## src/mlfq_pkg.sv

```systemverilog
// Shared types and constants for the feedback-queue scheduler.
package mlfq_pkg;

  localparam int MAX_PROCS_DEF  = 16;
  localparam int BURST_BITS_DEF = 16;
  localparam int TIME_BITS_DEF  = 16;
  localparam int ID_BITS        = 4;
  localparam int LEVEL_BITS     = 2;
  localparam int SLICE_BITS     = 8;
  localparam int AGE_BITS       = 15;
  localparam int CFG_ADDR_BITS  = 2;
  localparam int CFG_DATA_BITS  = 15;

  localparam logic [CFG_ADDR_BITS-1:0] REG_QUANTUM_ONE = 2'd0;
  localparam logic [CFG_ADDR_BITS-1:0] REG_QUANTUM_TWO = 2'd1;
  localparam logic [CFG_ADDR_BITS-1:0] REG_AGING       = 2'd2;

  localparam logic CMD_ARRIVE = 1'b0;
  localparam logic CMD_TICK   = 1'b1;

  localparam logic [SLICE_BITS-1:0] QUANTUM_ONE_RESET = 8'd5;
  localparam logic [SLICE_BITS-1:0] QUANTUM_TWO_RESET = 8'd8;
  localparam logic [AGE_BITS-1:0]   AGING_RESET       = 15'd40;

  typedef struct packed {
    logic                  command;
    logic [ID_BITS-1:0]    process_id;
    logic [15:0]           burst_length;
  } in_word_t;

  typedef struct packed {
    logic                  run_valid;
    logic [ID_BITS-1:0]    run_id;
    logic [LEVEL_BITS-1:0] run_level;
    logic                  finish_valid;
    logic [ID_BITS-1:0]    finish_id;
  } out_word_t;

  typedef enum logic [3:0] {
    ST_IDLE,
    ST_AGE_RD,
    ST_AGE_ID,
    ST_AGE_CHK,
    ST_RUN_RD,
    ST_RUN_CHK,
    ST_DISP_RD,
    ST_DISP,
    ST_BURST_RD,
    ST_BURST_WR,
    ST_OUT
  } state_t;

endpackage

```

## src/mlfq_ram.sv

```systemverilog
// Generic single-port-write, single-read RAM with registered read data.
module mlfq_ram #(
  parameter int WIDTH = 8,
  parameter int DEPTH = 16
) (
  input  logic                     clk,
  input  logic                     we,
  input  logic [$clog2(DEPTH)-1:0] waddr,
  input  logic [WIDTH-1:0]         wdata,
  input  logic [$clog2(DEPTH)-1:0] raddr,
  output logic [WIDTH-1:0]         rdata
);

  logic [WIDTH-1:0] mem [DEPTH];

  always_ff @(posedge clk) begin
    if (we) begin
      mem[waddr] <= wdata;
    end
    rdata <= mem[raddr];
  end

endmodule

```

## src/multilevel_feedback_queue_scheduler_unit.sv

```systemverilog
// Top level of the three-level feedback-queue scheduler.
// Usage: one input channel (in_valid/in_ready/in_word) carries arrive and
// tick words; one output channel (out_valid/out_ready/out_word) returns one
// result word per input word. An arrive word yields an all-zero result.
// A sequencer walks each tick through aging, retire/demote, dispatch or
// preempt and the burst update, sharing one queue RAM port and one
// per-id RAM port for bursts and wait stamps. The result word is offered
// in the ST_OUT state.
// in_ready is low while a word is in work and while a result waits.
// Configuration writes (cfg_we/cfg_index/cfg_data) go straight into the config registers.
// Synchronous reset clears counts, heads, runner state, time and config
// to their reset values; the RAMs keep their contents.
// When the receiver stalls, the result holds and no new word is taken.
module multilevel_feedback_queue_scheduler_unit
  import mlfq_pkg::*;
#(
  parameter int MAX_PROCS  = MAX_PROCS_DEF,
  parameter int BURST_BITS = BURST_BITS_DEF,
  parameter int TIME_BITS  = TIME_BITS_DEF
) (
  input  logic                     clk,
  input  logic                     rst,
  input  logic                     in_valid,
  output logic                     in_ready,
  input  in_word_t                 in_word,
  output logic                     out_valid,
  input  logic                     out_ready,
  output out_word_t                out_word,
  input  logic                     cfg_we,
  input  logic [CFG_ADDR_BITS-1:0] cfg_index,
  input  logic [CFG_DATA_BITS-1:0] cfg_data
);

  localparam int PB   = $clog2(MAX_PROCS);
  localparam int CB   = $clog2(MAX_PROCS + 1);
  localparam int QD   = 3 << PB;
  localparam int QA   = PB + 2;
  localparam int IDS  = 1 << ID_BITS;
  localparam int DW   = BURST_BITS + TIME_BITS;

  logic [SLICE_BITS-1:0] quantum_one, quantum_two;
  logic [AGE_BITS-1:0]   aging_limit;

  state_t state, state_next;
  logic [PB-1:0]         heads  [3];
  logic [CB-1:0]         counts [3];
  logic [ID_BITS-1:0]    runner_id;
  logic [LEVEL_BITS-1:0] runner_level;
  logic                  runner_busy;
  logic [SLICE_BITS-1:0] slice_used;
  logic [TIME_BITS-1:0]  time_now;
  logic [LEVEL_BITS-1:0] age_lvl;
  logic [ID_BITS-1:0]    cur_id;
  out_word_t             res;

  // queue RAM
  logic          q_we;
  logic [QA-1:0] q_waddr, q_raddr;
  logic [ID_BITS-1:0] q_wdata, q_rdata;
  // per-id RAM: {burst, stamp}
  logic          d_we;
  logic [ID_BITS-1:0] d_waddr, d_raddr;
  logic [DW-1:0] d_wdata, d_rdata;
  logic [BURST_BITS-1:0] r_burst;
  logic [TIME_BITS-1:0]  r_stamp;

  mlfq_ram #(.WIDTH(ID_BITS), .DEPTH(QD)) u_queue (
    .clk(clk), .we(q_we), .waddr(q_waddr), .wdata(q_wdata),
    .raddr(q_raddr), .rdata(q_rdata)
  );
  mlfq_ram #(.WIDTH(DW), .DEPTH(IDS)) u_proc (
    .clk(clk), .we(d_we), .waddr(d_waddr), .wdata(d_wdata),
    .raddr(d_raddr), .rdata(d_rdata)
  );

  assign r_burst = d_rdata[DW-1:TIME_BITS];
  assign r_stamp = d_rdata[TIME_BITS-1:0];

  function automatic logic [QA-1:0] qaddr(input logic [LEVEL_BITS-1:0] l,
                                          input logic [PB-1:0] p);
    return {l, p};
  endfunction

  function automatic logic [PB-1:0] tail(input logic [PB-1:0] h,
                                         input logic [CB-1:0] c);
    logic [CB:0] s;
    logic [CB:0] m;
    m = (CB+1)'(MAX_PROCS);
    s = (CB+1)'(h) + (CB+1)'(c);
    if (s >= m) begin
      s = s - m;
    end
    return PB'(s);
  endfunction

  function automatic logic [PB-1:0] inc(input logic [PB-1:0] h);
    return (h == PB'(MAX_PROCS - 1)) ? '0 : h + 1'b1;
  endfunction

  // combinational decisions
  logic [TIME_BITS-1:0]  waited;
  logic                  age_go;
  logic                  retire, demote;
  logic [SLICE_BITS-1:0] q_cur;
  logic                  any_q;
  logic [LEVEL_BITS-1:0] hi_lvl;
  logic                  preempt;
  logic [LEVEL_BITS-1:0] disp_lvl;
  logic                  total_ok;

  always_comb begin
    waited = time_now - r_stamp;
    age_go = (TIME_BITS > AGE_BITS) ? (waited >= TIME_BITS'(aging_limit))
                                    : (AGE_BITS'(waited) >= aging_limit);
    q_cur  = (runner_level == 2'd0) ? quantum_one : quantum_two;
    retire = runner_busy && (r_burst == '0);
    demote = runner_busy && !retire && (runner_level != 2'd2) && (slice_used >= q_cur);
    any_q  = (counts[0] != '0) || (counts[1] != '0) || (counts[2] != '0);
    hi_lvl = (counts[0] != '0) ? 2'd0 : ((counts[1] != '0) ? 2'd1 : 2'd2);
    preempt = runner_busy && ((runner_level != 2'd0 && counts[0] != '0) ||
                              (runner_level == 2'd2 && counts[1] != '0));
    disp_lvl = hi_lvl;
    total_ok = ((CB+2)'(counts[0]) + (CB+2)'(counts[1]) + (CB+2)'(counts[2]) +
                (CB+2)'(runner_busy)) < (CB+2)'(MAX_PROCS);
  end

  // next state
  always_comb begin
    state_next = state;
    case (state)
      ST_IDLE:     if (in_valid) state_next = (in_word.command == CMD_TICK) ? ST_AGE_RD : ST_OUT;
      ST_AGE_RD:   if (counts[age_lvl] == '0) begin
                     state_next = (age_lvl == 2'd2) ? ST_RUN_RD : ST_AGE_RD;
                   end else begin
                     state_next = ST_AGE_ID;
                   end
      ST_AGE_ID:   state_next = ST_AGE_CHK;
      ST_AGE_CHK:  state_next = (age_go || age_lvl == 2'd1) ? ST_AGE_RD : ST_RUN_RD;
      ST_RUN_RD:   state_next = runner_busy ? ST_RUN_CHK : ST_DISP_RD;
      ST_RUN_CHK:  state_next = ST_DISP_RD;
      ST_DISP_RD:  state_next = ((!runner_busy && any_q) || preempt) ? ST_DISP : ST_BURST_RD;
      ST_DISP:     state_next = ST_BURST_RD;
      ST_BURST_RD: state_next = runner_busy ? ST_BURST_WR : ST_OUT;
      ST_BURST_WR: state_next = ST_OUT;
      ST_OUT:      if (out_ready) state_next = ST_IDLE;
      default:     state_next = ST_IDLE;
    endcase
  end

  // memory controls
  always_comb begin
    q_we = 1'b0; q_waddr = '0; q_wdata = '0; q_raddr = '0;
    d_we = 1'b0; d_waddr = '0; d_wdata = '0; d_raddr = '0;
    case (state)
      ST_IDLE: begin
        if (in_valid && in_word.command == CMD_ARRIVE && total_ok) begin
          q_we = 1'b1; q_waddr = qaddr(2'd0, tail(heads[0], counts[0]));
          q_wdata = in_word.process_id;
          d_we = 1'b1; d_waddr = in_word.process_id;
          d_wdata = {BURST_BITS'(in_word.burst_length), time_now};
        end
      end
      ST_AGE_RD: begin
        q_raddr = qaddr(age_lvl, heads[age_lvl]);
      end
      ST_AGE_ID: begin
        d_raddr = q_rdata;
      end
      ST_AGE_CHK: begin
        d_raddr = cur_id;
        if (age_go) begin
          q_we = 1'b1; q_waddr = qaddr(age_lvl - 1'b1,
                                       tail(heads[age_lvl - 1'b1], counts[age_lvl - 1'b1]));
          q_wdata = cur_id;
          d_we = 1'b1; d_waddr = cur_id; d_wdata = {r_burst, time_now};
        end
      end
      ST_RUN_RD: d_raddr = runner_id;
      ST_RUN_CHK: begin
        d_raddr = runner_id;
        if (demote) begin
          q_we = 1'b1; q_waddr = qaddr(runner_level + 1'b1,
                                       tail(heads[runner_level + 1'b1],
                                            counts[runner_level + 1'b1]));
          q_wdata = runner_id;
          d_we = 1'b1; d_waddr = runner_id; d_wdata = {r_burst, time_now};
        end
      end
      ST_DISP_RD: begin
        q_raddr = qaddr(disp_lvl, heads[disp_lvl]);
        d_raddr = runner_id;
      end
      ST_DISP: begin
        if (runner_busy) begin
          q_we = 1'b1; q_waddr = qaddr(runner_level,
                                       tail(heads[runner_level], counts[runner_level]));
          q_wdata = runner_id;
          d_we = 1'b1; d_waddr = runner_id; d_wdata = {r_burst, time_now};
        end
      end
      ST_BURST_RD: d_raddr = runner_id;
      ST_BURST_WR: begin
        if (r_burst != '0) begin
          d_we = 1'b1; d_waddr = runner_id; d_wdata = {r_burst - 1'b1, r_stamp};
        end
      end
      default: ;
    endcase
  end

  // handshake outputs
  always_comb begin
    in_ready  = (state == ST_IDLE);
    out_valid = (state == ST_OUT);
    out_word  = res;
  end

  always_ff @(posedge clk) begin
    if (rst) begin
      quantum_one <= QUANTUM_ONE_RESET;
      quantum_two <= QUANTUM_TWO_RESET;
      aging_limit <= AGING_RESET;
    end else if (cfg_we) begin
      case (cfg_index)
        REG_QUANTUM_ONE: quantum_one <= cfg_data[SLICE_BITS-1:0];
        REG_QUANTUM_TWO: quantum_two <= cfg_data[SLICE_BITS-1:0];
        REG_AGING:       aging_limit <= cfg_data[AGE_BITS-1:0];
        default: ;
      endcase
    end
  end

  always_ff @(posedge clk) begin
    if (rst) begin
      state <= ST_IDLE;
      for (int i = 0; i < 3; i++) begin
        heads[i]  <= '0;
        counts[i] <= '0;
      end
      runner_id    <= '0;
      runner_level <= '0;
      runner_busy  <= 1'b0;
      slice_used   <= '0;
      time_now     <= '0;
      age_lvl      <= 2'd1;
      cur_id       <= '0;
      res          <= '0;
    end else begin
      state <= state_next;
      case (state)
        ST_IDLE: begin
          if (in_valid) begin
            res     <= '0;
            age_lvl <= 2'd1;
            if (in_word.command == CMD_ARRIVE && total_ok) begin
              counts[0] <= counts[0] + 1'b1;
            end
          end
        end
        ST_AGE_RD: begin
          if (counts[age_lvl] == '0) begin
            age_lvl <= age_lvl + 1'b1;
          end
        end
        ST_AGE_ID: begin
          cur_id <= q_rdata;
        end
        ST_AGE_CHK: begin
          if (age_go) begin
            heads[age_lvl]  <= inc(heads[age_lvl]);
            counts[age_lvl] <= counts[age_lvl] - 1'b1;
            counts[age_lvl - 1'b1] <= counts[age_lvl - 1'b1] + 1'b1;
          end else begin
            age_lvl <= age_lvl + 1'b1;
          end
        end
        ST_RUN_CHK: begin
          if (retire) begin
            res.finish_valid <= 1'b1;
            res.finish_id    <= runner_id;
            runner_busy      <= 1'b0;
          end else if (demote) begin
            counts[runner_level + 1'b1] <= counts[runner_level + 1'b1] + 1'b1;
            runner_busy <= 1'b0;
          end
        end
        ST_DISP: begin
          if (runner_busy) begin
            counts[runner_level] <= counts[runner_level] + 1'b1;
          end
          heads[disp_lvl]  <= inc(heads[disp_lvl]);
          counts[disp_lvl] <= counts[disp_lvl] - 1'b1;
          runner_id    <= q_rdata;
          runner_level <= disp_lvl;
          runner_busy  <= 1'b1;
          slice_used   <= '0;
        end
        ST_BURST_RD: begin
          if (runner_busy) begin
            res.run_valid <= 1'b1;
            res.run_id    <= runner_id;
            res.run_level <= runner_level;
            if (slice_used != '1) begin
              slice_used <= slice_used + 1'b1;
            end
          end
          time_now <= time_now + 1'b1;
        end
        default: ;
      endcase
    end
  end

endmodule
```

## config.mk

```make
export PLATFORM = sky130hd
export DESIGN_NAME = multilevel_feedback_queue_scheduler_unit
export DESIGN_NICKNAME = d
export VERILOG_FILES = /design/src/mlfq_pkg.sv /design/src/mlfq_ram.sv /design/src/multilevel_feedback_queue_scheduler_unit.sv
export SDC_FILE = /design/constraint.sdc
export NUM_CORES = 1
export LEC_CHECK = 0
export BUFFER_PORTS_ARGS = -buffer_cell sky130_fd_sc_hd__buf_2
export CAP_MARGIN = 15
export CELL_PAD_IN_SITES_DETAIL_PLACEMENT = 1
export CELL_PAD_IN_SITES_GLOBAL_PLACEMENT = 1
export CORE_ASPECT_RATIO = 1.5
export CORE_MARGIN = 3
export CORE_UTILIZATION = 45
export DETAILED_ROUTE_END_ITERATION = 16
export GPL_ROUTABILITY_DRIVEN = 0
export PLACE_DENSITY_LB_ADDON = 0.12
export SYNTH_ARGS = -nofsm -noshare
export SYNTH_HDL_FRONTEND = slang
export SYNTH_SLANG_ARGS = --single-unit
export TNS_END_PERCENT = 100
```

## constraint.sdc

```tcl
create_clock -name clk -period 7.62 [get_ports clk]
set_input_delay 2.286 -clock clk [delete_from_list [all_inputs] [get_ports clk]]
set_output_delay 2.286 -clock clk [all_outputs]
set_load 0.01 [all_outputs]
```

# After elaboration in Yosys (flattened, before gate mapping)
# Memory sizes are Yosys's and may differ from the RTL's. A register that Yosys moved wholly into a read port is not among the register bits.
# Index checks and enable logic that the tools add are counted.
[totals]
reg_bits = 84
ram_bits = 731
inputBits = 43
memories = 4
[op_classes]
n_addsub = 26
magnitude_cmp = 7
eq_ne = 27
n_mux = 115
bitwise = 2
n_reduce_logical = 50
[mem_list]
columns = ["memory", "words", "word_bits", "rd", "rd_clocked_by_memory_dff", "write_ports", "line_no", "rtl"]
rows = [
  ["u_proc.mem", 16, 32, 1, 1, 1, "mlfq_ram.sv:14", "logic [WIDTH-1:0] mem [DEPTH];"],
  ["u_queue.mem", 48, 4, 1, 1, 1, "mlfq_ram.sv:14", ""],
  ["counts", 3, 5, 8, 2, 3, "multilevel_feedback_queue_scheduler_unit.sv:46", "logic [CB-1:0] counts [3];"],
  ["heads", 3, 4, 6, 2, 3, "multilevel_feedback_queue_scheduler_unit.sv:45", "logic [PB-1:0] heads [3];"],
]
[ops]
columns = ["operator", "count"]
rows = [
  ["2-to-1 mux 32 bit", 5],
  ["case mux 32 bit (5 select lines)", 1],
  ["2-to-1 mux 4 bit", 18],
  ["2-to-1 mux 2 bit", 22],
  ["case mux 4 bit (11 select lines)", 1],
  ["2-to-1 mux 1 bit", 38],
  ["2-to-1 mux 5 bit", 7],
  ["OR reduction 5 bit", 5],
  ["adder 4 x 5 -> 6 bit", 4],
  [">= comparator 6 x 5 -> 1 bit (second input constant)", 4],
  ["2-to-1 mux 8 bit", 3],
  ["case mux 6 bit (4 select lines)", 1],
  ["adder 5 x 1 -> 5 bit (second input constant)", 4],
  ["equality test 4 bit (second input constant)", 5],
  ["case mux 4 bit (5 select lines)", 1],
  ["2-to-1 mux 6 bit", 3],
  ["adder 16 x 1 -> 16 bit (second input constant)", 1],
  ["equality test 4 x 3 -> 1 bit (second input constant)", 4],
  [">= comparator 16 x 15 -> 1 bit", 1],
  ["zero test 16 bit", 1],
  ["case mux 4 bit (4 select lines)", 1],
  ["case mux 8 bit (2 select lines)", 1],
  ["nonzero test 16 bit", 1],
  ["subtractor 16 x 1 -> 16 bit (second input constant)", 1],
  ["other kinds (46)", 94],
]

# Logic depth before layout (Yosys ltp)
# Gate-level depths: netlist of run 1.
# An unclocked memory read counts as a cell.
[depth]
depth_word = 15
depth_mapped = 25
ltp_nobuf = 22

# Cells and area by module
# A second synthesis of run 1 with hierarchy kept.
[unflattened]
cells_unflattened = 2446
hier_area_um2 = 37678.6
[by_module_without_submodules]
columns = ["module", "instances", "cells_per_inst", "area_per_inst_um2"]
rows = [
  ["mlfq_ram (u_proc)", 1, 838, 19854.0],
  ["multilevel_feedback_queue_scheduler_unit", 1, 1171, 9927.0],
  ["mlfq_ram (u_queue)", 1, 437, 7897.6],
]

# Worst setup path before layout of run 1
# OpenSTA, ideal clock, no wires.
[synth_path]
path_type = "flip-flop to flip-flop"
startpoint = "register time_now[0]"
endpoint = "memory u_proc.mem[0][0] in the netlist's numbering (enable)"
arrival_time_ns = 5.825
required_time_ns = 7.199
setup_slack_ns = 1.374
path_stages_with_launch = 24
path_buffers = 1
synth_period_minus_slack_ns = 6.246
path_cell_list = "dfxtp_1 -> inv_1 -> ha_1 -> fa_1 -> nor2b_1 -> o21ai_0 -> a21boi_0 -> o21ai_0 -> a21boi_0 -> o21bai_1 -> nand2b_1 -> a41oi_1 -> xnor2_1 -> ha_1 -> and3_1 -> a221oi_1 -> o21ai_1 -> a211oi_1 -> mux2i_1 -> and2_1 -> clkbuf_1 -> a222oi_1 -> o211ai_1 -> nor2_1"
[synth_between]
elab_chain_len = 6
word_cells_on_any_way = 8
classes_between = "1 x add/sub; 1 x order compare; 6 x mux"
[synth_lines]
columns = ["element", "line_no", "rtl"]
rows = [
  ["start: declaration", "multilevel_feedback_queue_scheduler_unit.sv:51", "logic [TIME_BITS-1:0] time_now;"],
  ["start signal: assignment", "multilevel_feedback_queue_scheduler_unit.sv:307", "time_now <= time_now + 1'b1;"],
  ["subtractor 16 bit (*)", "multilevel_feedback_queue_scheduler_unit.sv:112", "waited = time_now - r_stamp;"],
  [">= comparator 16 x 15 -> 1 bit (*)", "multilevel_feedback_queue_scheduler_unit.sv:113", "age_go = (TIME_BITS > AGE_BITS) ? (waited >= TIME_BITS'(aging_limit))"],
  ["2-to-1 mux 1 bit", "multilevel_feedback_queue_scheduler_unit.sv:171", "if (age_go) begin"],
  ["case mux 1 bit (5 select lines)", "multilevel_feedback_queue_scheduler_unit.sv:154", "case (state)"],
  ["2-to-1 mux 1 bit", "mlfq_ram.sv:17", "if (we) begin"],
  ["2-to-1 mux 1 bit (not written as such)", "mlfq_ram.sv:18", "mem[waddr] <= wdata;"],
  ["end: declaration", "mlfq_ram.sv:14", ""],
]
# Mark *: on every way between the ends. The rest lies on a longest branch, timed or not.

# Worst setup path in the final report of run 1
[layout_path]
startpoint = "register time_now[0]"
endpoint = "memory u_proc.mem[9][6] in the netlist's numbering (enable)"
# The elaborated chain is that of the path after synthesis.

==> results of run 1 <==
==> cell usage in the layout, fill, tap and decap left out, types with 29 or more instances in the layout <==
master,n
inv_1,73
a311oi_1,99
buf_4,56
dfxtp_1,124
mux2i_1,52
nand3_1,201
a31oi_1,48
nor2_1,170
xor2_1,32
xnor2_1,29
edfxtp_1,740
mux4_2,35
buf_2,55
clkbuf_16,86
and3_1,80
a21oi_1,163
nand2_1,793
o21ai_0,79
ha_1,72
==> worst reg2reg max path: cells and delay by family, from the launching register on <==
| family | cells | cell delay (ns) |
|---|---|---|
| buffers and inverters | 3 | 0.60 |
| AO/OA/AOI/OAI | 10 | 2.57 |
| flip-flops | 1 | 0.42 |
| adder cells (fa/ha/maj) | 3 | 0.93 |
| multiplexers | 1 | 0.18 |
| XOR/XNOR | 1 | 0.15 |
| AND/OR/NAND/NOR | 6 | 1.69 |
==> power breakdown <==
group | switching [W] | total (W) | internal, W
Combinational | 0.00225 | 0.00331 | 0.00106
Clock | 0.00183 | 0.00428 | 0.00245
Sequential | 0.000215 | 0.00566 | 0.00544
Total | 0.00429 | 0.0132 | 0.00895
==> cell families after synthesis <==
kind of cell,synth area share
AND/OR/NAND/NOR,0.155
flip-flops,0.637
AO/OA/AOI/OAI,0.102
buffers and inverters,0.0301
multiplexers,0.0347
adder cells (fa/ha/maj),0.0284
XOR/XNOR,0.0138
==> cell type report <==
class	count	area, sq um	share of cell area
Clock buffer	125	2410	0.0555
Clock inverter	34	432	0.00995
Inverter	73	274	0.00632
Multi-Input combinational cell	2186	13100	0.302
Sequential cell	864	24700	0.570
Tap cell	1130	1410	0.0326
Timing Repair Buffer	128	1040	0.0239
==> cells in the mapped netlist (20+ instances only) <==
cell      count
clkbuf_1    116
xor2_1       32
nand2b_1     21
nor2_1      186
ha_1         72
buf_2        51
nor3_1       21
inv_1        73
a31oi_1      48
a311oi_1     99
xnor2_1      29
buf_1        20
nand3_1     201
a21oi_1     164
dfxtp_1     124
edfxtp_1    740
mux4_2       35
and3_1       80
nand2_1     794
mux2i_1      52
o21ai_0      79
==> stage by stage <==
stage | area (sq um) | hold slack, ns | power, W | setup WS, ns
global route | 43400 | 0.487 | 0.0139 | 0.335
CTS | 43400 | 0.460 | 0.0133 | 0.745
global placement | 40500 | 0.445 | 0.00894 | 1.01
finish | 43400 | 0.457 | 0.0132 | 0.762
floorplan | 38800 | 0.436 | 0.00789 | 1.37
detailed placement | 40500 | 0.452 | 0.00905 | 0.793
==> state kept, by name, summed over array words and instances, names as in the netlist, 12 cells and up, named ones only <==
signal        count
aging_limit      15
heads            16
out_word         12
time_now         16
u_queue.mem     192
u_proc.rdata     32
u_proc.mem      512
counts           20
==> layer usage <==
layer,vias to the layer above,routed length [microns]
li1,12300,-
met1,14000,45800
met2,776,62200
met3,268,4680
met4,0,6360
met5,-,0
==> worst paths after layout <==
| path | end | from | slack, ns |
|---|---|---|---|
| setup reg to reg | u_proc.mem[9][6] | time_now[0] | 0.76 |
| setup / recovery | u_proc.mem[9][6] | time_now[0] | 0.76 |
| hold / removal | aging_limit[12] | aging_limit[12] | 0.46 |
| hold reg to reg | aging_limit[12] | aging_limit[12] | 0.46 |
==> impl_metrics.env, run 1 <==
export IMPL_crit_cells=24
export IMPL_wire_per_inst_microns=26.2
export IMPL_path_delay_family="compound AO/OA/AOI/OAI gates"
export IMPL_rsz0062_at_grt="no"
export IMPL_fin_crit_sh=0.900
export IMPL_yosysWarnings=0
export IMPL_final_antenna_net_count=0
export IMPL_yosys_area_top_type="edfxtp_1"
export IMPL_grt_pass1_wl_microns=178000
export IMPL_syn_cell_area_sq_um=38800
export IMPL_worstSetupPathType="reg2reg"
export IMPL_cts_resized=0
export IMPL_drcViolationCount=0
export IMPL_area_delta_synth_final_pct=11.8
export IMPL_viasPerCell=6.01
export IMPL_post_route_min_period_ns=6.86
export IMPL_cts_buffers=85
export IMPL_vias=27300
export IMPL_design_core_area_sq_um=85200
export IMPL_synthCells=3324
export IMPL_drt_iter0_markers=1704
export IMPL_num_fill_cells=8850
export IMPL_yosys_register_bits=864
export IMPL_cts_hold_buf=0
export IMPL_antenna_cells=0
export IMPL_critPathRequiredTime_ns=7.98
export IMPL_crit_slowest_cell="a222oi_1"
export IMPL_ir_drop_mv=0.196
export IMPL_max_freq_mhz=146
export IMPL_ys_types=85
export IMPL_htree_levels=3
export IMPL_async_reset_ff_frac=0
export IMPL_tightest_slew_ns=1.14
export IMPL_wl_microns=119000
export IMPL_start_util=0.455
export IMPL_nets=3463
export IMPL_stdcell_count=4540
export IMPL_status="finished, final reports clean"
export IMPL_power_density_nw_per_um2=305
export IMPL_synth_seq_area_share=0.637
export IMPL_synthFlopType="edfxtp_1"
export IMPL_first_global_vias=28600
export IMPL_layout_drive_gt1_share=0.101
export IMPL_synth_fp_nets=3449
export IMPL_cts_path_max_buffers=3
export IMPL_num_io_pins=57
export IMPL_grt_util_met3=0.0288
export IMPL_chipHeight_microns=366
export IMPL_worst_path_buf_inv=3
export IMPL_grt_antenna_before_repair=0
export IMPL_hold_viol=0
export IMPL_dpl_hpwl_microns=75300
export IMPL_finalSetupViolations=0
export IMPL_busiest_layer="met2"
export IMPL_path_cells="inv_1 > ha_1 > fa_1 > nor2b_1 > o21ai_0 > a21boi_0 > o21ai_0 > a21boi_0 > o21bai_1 > nand2b_1 > a41oi_1 > xnor2_1 > ha_1 > and3_1 > a221oi_1 > o21ai_1 > a211oi_1 > mux2i_1 > buf_4 > and2_1 > a222oi_1 > nand2b_1 > nor2_4 > buf_12"
export IMPL_io_buffers=56
export IMPL_slew_violations=0
export IMPL_dpl_cell_count=4380
export IMPL_cts_setup_buffers=0
export IMPL_clk_latency_ns=0.67
export IMPL_cts_tree="yes"
export IMPL_r2r_worst_path_cells=24
export IMPL_rows=131
export IMPL_maxCapViolCount=0
export IMPL_synth_top_cell_area_share=0.573
export IMPL_die_area_sq_um=89800
export IMPL_grt_max_degree=193
export IMPL_setup_tns_final_ns=0
export IMPL_gr_usage_met2=0.480
export IMPL_clock_sinks=864
export IMPL_worstPathMaxFanout=19
export IMPL_grt_total_usage=0.264
export IMPL_die_w_microns=246
export IMPL_finalClockSkew_ns=0.0344
export IMPL_critPathCaptureType="register"
export IMPL_overflow=0
export IMPL_hp_class="reg2reg"
export IMPL_synthTopCellsByArea="edfxtp_1 57%, nand2_1 7.7%, dfxtp_1 6.4%"
export IMPL_maxSlewHeadroom=0.239
export IMPL_avgSynthCellArea_sq_um=11.7
export IMPL_synth_edf_count=740
export IMPL_root_buffer="clkbuf_16"
export IMPL_met1_usage=0.306
export IMPL_cp_arrival_ns=7.21
export IMPL_whs_path_depth=2
export IMPL_first_pass_iters=5
export IMPL_cpPeakStageDelay_ns=0.61
export IMPL_clk_pin_slew_ns=0.06
export IMPL_start_kind="register"
export IMPL_final_util=0.509
export IMPL_p_leak_nw=15.4
(Power assumes the default switching activity.)
==> run 2: changes to the inputs <==
- REMOVE_ABC_BUFFERS: not set -> 1
==> run 2 against run 1 <==
Effect of this change:
- worst hold slack improved by 0.0013 ns
- sequential share of layout area increased by 0.23 points
- first-iteration DRC count increased by 6.0%
- global-route usage decreased by 0.38 points
- clock skew decreased by 0.014 ns
- clock-buffer cell count decreased by 19
- final cell count about the same
- sequential power about the same
- routed wire length decreased by 1.5%
- fmax decreased by 1.0%
==> impl_metrics.env, run 2 (same netlist as run 1, synthesis figures left out) <==
export IMPL_status="finished, final reports clean"
export IMPL_post_route_min_period_ns=6.93
export IMPL_clk_latency_ns=0.67
export IMPL_viasPerCell=6.00
export IMPL_finalClockSkew_ns=0.0201
export IMPL_finalSetupViolations=0
export IMPL_drt_iter0_markers=1806
export IMPL_design_core_area_sq_um=85200
export IMPL_reg_top3="u_proc.mem: 512 flops, u_queue.mem: 192 flops, u_proc.rdata: 32 flops"
export IMPL_cts_resized=0
export IMPL_chipHeight_microns=366
export IMPL_fin_crit_sh=0.910
export IMPL_cts_setup_buffers=0
export IMPL_die_w_microns=246
export IMPL_maxCapViolCount=0
export IMPL_wire_per_inst_microns=25.9
export IMPL_dpl_hpwl_microns=75500
export IMPL_critPathCaptureType="register"
export IMPL_rows=131
export IMPL_ir_drop_mv=0.252
export IMPL_r2r_worst_path_cells=24
export IMPL_layout_drive_gt1_share=0.100
export IMPL_place_area_sq_um=40500
export IMPL_overflow=0
export IMPL_seq_area_sq_um=24700
export IMPL_max_freq_mhz=144
export IMPL_first_global_vias=29000
export IMPL_area_delta_synth_final_pct=11.3
export IMPL_layout_commonest_cell="nand2_1"
export IMPL_worstReg2RegEnd="u_proc.mem[4][16]"
export IMPL_clock_sinks=864
export IMPL_cts_tree="yes"
export IMPL_critPathRequiredTime_ns=7.98
export IMPL_vias=27200
export IMPL_wl_microns=117000
export IMPL_holdWs_ns=0.458
export IMPL_worstSetupPathType="reg2reg"
export IMPL_largest_reg_flops=512
export IMPL_slew_violations=0
export IMPL_root_buffer="clkbuf_16"
export IMPL_hold_start="out_word[4]"
export IMPL_finalPower_w=0.0132
export IMPL_p_leak_nw=15.3
export IMPL_nets=3463
export IMPL_postLayoutCellArea_sq_um=43200
export IMPL_num_io_pins=57
export IMPL_hold_viol=0
export IMPL_reg2reg_slack_ns=0.69
export IMPL_grt_pass1_wl_microns=177000
export IMPL_cp_arrival_ns=7.29
export IMPL_first_pass_iters=5
export IMPL_mostFrequentLayoutCells="793 x nand2_1, 740 x edfxtp_1, 201 x nand3_1, 170 x nor2_1, 164 x a21oi_1"
export IMPL_cts_hold_buf=0
export IMPL_hp_class="reg2reg"
export IMPL_start_util=0.455
export IMPL_holdPathEnd="out_word[4]"
export IMPL_htree_levels=3
export IMPL_drcViolationCount=0
export IMPL_grt_max_degree=151
export IMPL_num_fill_cells=8862
export IMPL_top_register="u_proc.mem"
export IMPL_clk_pin_slew_ns=0.06
export IMPL_power_density_nw_per_um2=305
export IMPL_io_buffers=56
export IMPL_multi_input_area_sq_um=13100
export IMPL_start_kind="register"
export IMPL_grt_antenna_before_repair=2
export IMPL_maxSlewHeadroom=0.247
export IMPL_r2r_start="time_now[0]"
export IMPL_whs_path_depth=2
export IMPL_cts_path_max_buffers=3
export IMPL_die_area_sq_um=89800
export IMPL_final_antenna_net_count=0
export IMPL_grt_total_usage=0.260
export IMPL_cts_buffers=84
export IMPL_worstPathMaxFanout=17
export IMPL_antenna_cells=0
export IMPL_tightest_slew_ns=1.13
export IMPL_rsz0062_at_grt="no"
run 2: changes by cell type in the layout (fill, tap and decap cells not counted), sizes merged:
| cell | previous run | this run |
|---|---|---|
| inv | 75 | 76 |
| clkbuf | 125 | 106 |
| bufinv | 7 | 8 |
| clkinv | 22 | 38 |
| buf | 128 | 129 |
| clkinvlp | 3 | 1 |
run 2: how the worst max path moves through the flow:
stage / from / to / slack (ns) / depth (start not counted)
after global routing: time_now[0] / u_proc.mem[4][3] / 0.19 / 24
after floorplan: state[1] / u_proc.rdata[0] / -4.86 / 9
after CTS: time_now[0] / u_proc.mem[4][16] / 0.70 / 24
after detailed placement: time_now[0] / u_proc.mem[4][1] / 0.75 / 24
final: time_now[0] / u_proc.mem[4][16] / 0.69 / 24
after global placement: time_now[0] / u_proc.mem[4][0] / 1.07 / 24
run 2: cell type report:
cell class | count | area share
Inverter | 73 | 0.00634
Clock buffer | 106 | 0.0525
Sequential cell | 864 | 0.572
Timing Repair Buffer | 129 | 0.0224
Clock inverter | 50 | 0.0109
Multi-Input combinational cell | 2186 | 0.303
Tap cell | 1130 | 0.0327
run 2: stage by stage:
stage | worst slack [ns] | TNS, ns | std cells | utilization
3_3_place_gp | 1.07 | 0 | 4382 | 0.475
3_5_place_dp | 0.751 | 0 | 4382 | 0.475
4_1_cts | 0.696 | 0 | 4538 | 0.507
2_1_floorplan | -4.86 | -155.48 | 3123 | -
6_report | 0.689 | 0 | 4538 | 0.507
5_1_grt | 0.190 | 0 | 4538 | 0.507
run 2: per-layer routing:
metal	vias up	wire, microns	part of all wire	track usage
met2	726	62100	0.53	0.477
met1	14000	45900	0.39	0.307
met5	-	13	0.00011	0
li1	12300	-	-	-
met4	2	4540	0.039	0.103
met3	252	4830	0.041	0.0355
run 2: where the power goes:
part | total [W] | internal (W) | switching (W)
logic | 0.00331 | 0.00105 | 0.00225
registers | 0.00567 | 0.00544 | 0.000231
clock network | 0.00421 | 0.00238 | 0.00182
total | 0.0132 | 0.00888 | 0.00431
run 2: worst max-delay path, stage by stage (launching register included):
cell and delay (ns):
dfxtp_1 0.43, inv_1 0.07, ha_1 0.22, fa_1 0.42, nor2b_1 0.15, o21ai_0 0.11
a21boi_0 0.24, o21ai_0 0.14, a21boi_0 0.39, o21bai_1 0.13, nand2b_1 0.11, a41oi_1 0.14
xnor2_1 0.16, ha_1 0.28, and3_1 0.18, a221oi_1 0.29, o21ai_1 0.14, a211oi_1 0.26
mux2i_1 0.11, buf_4 0.21, and2_1 0.27, a222oi_1 0.68, o211ai_1 0.48, nor2_4 0.70
buf_12 0.27
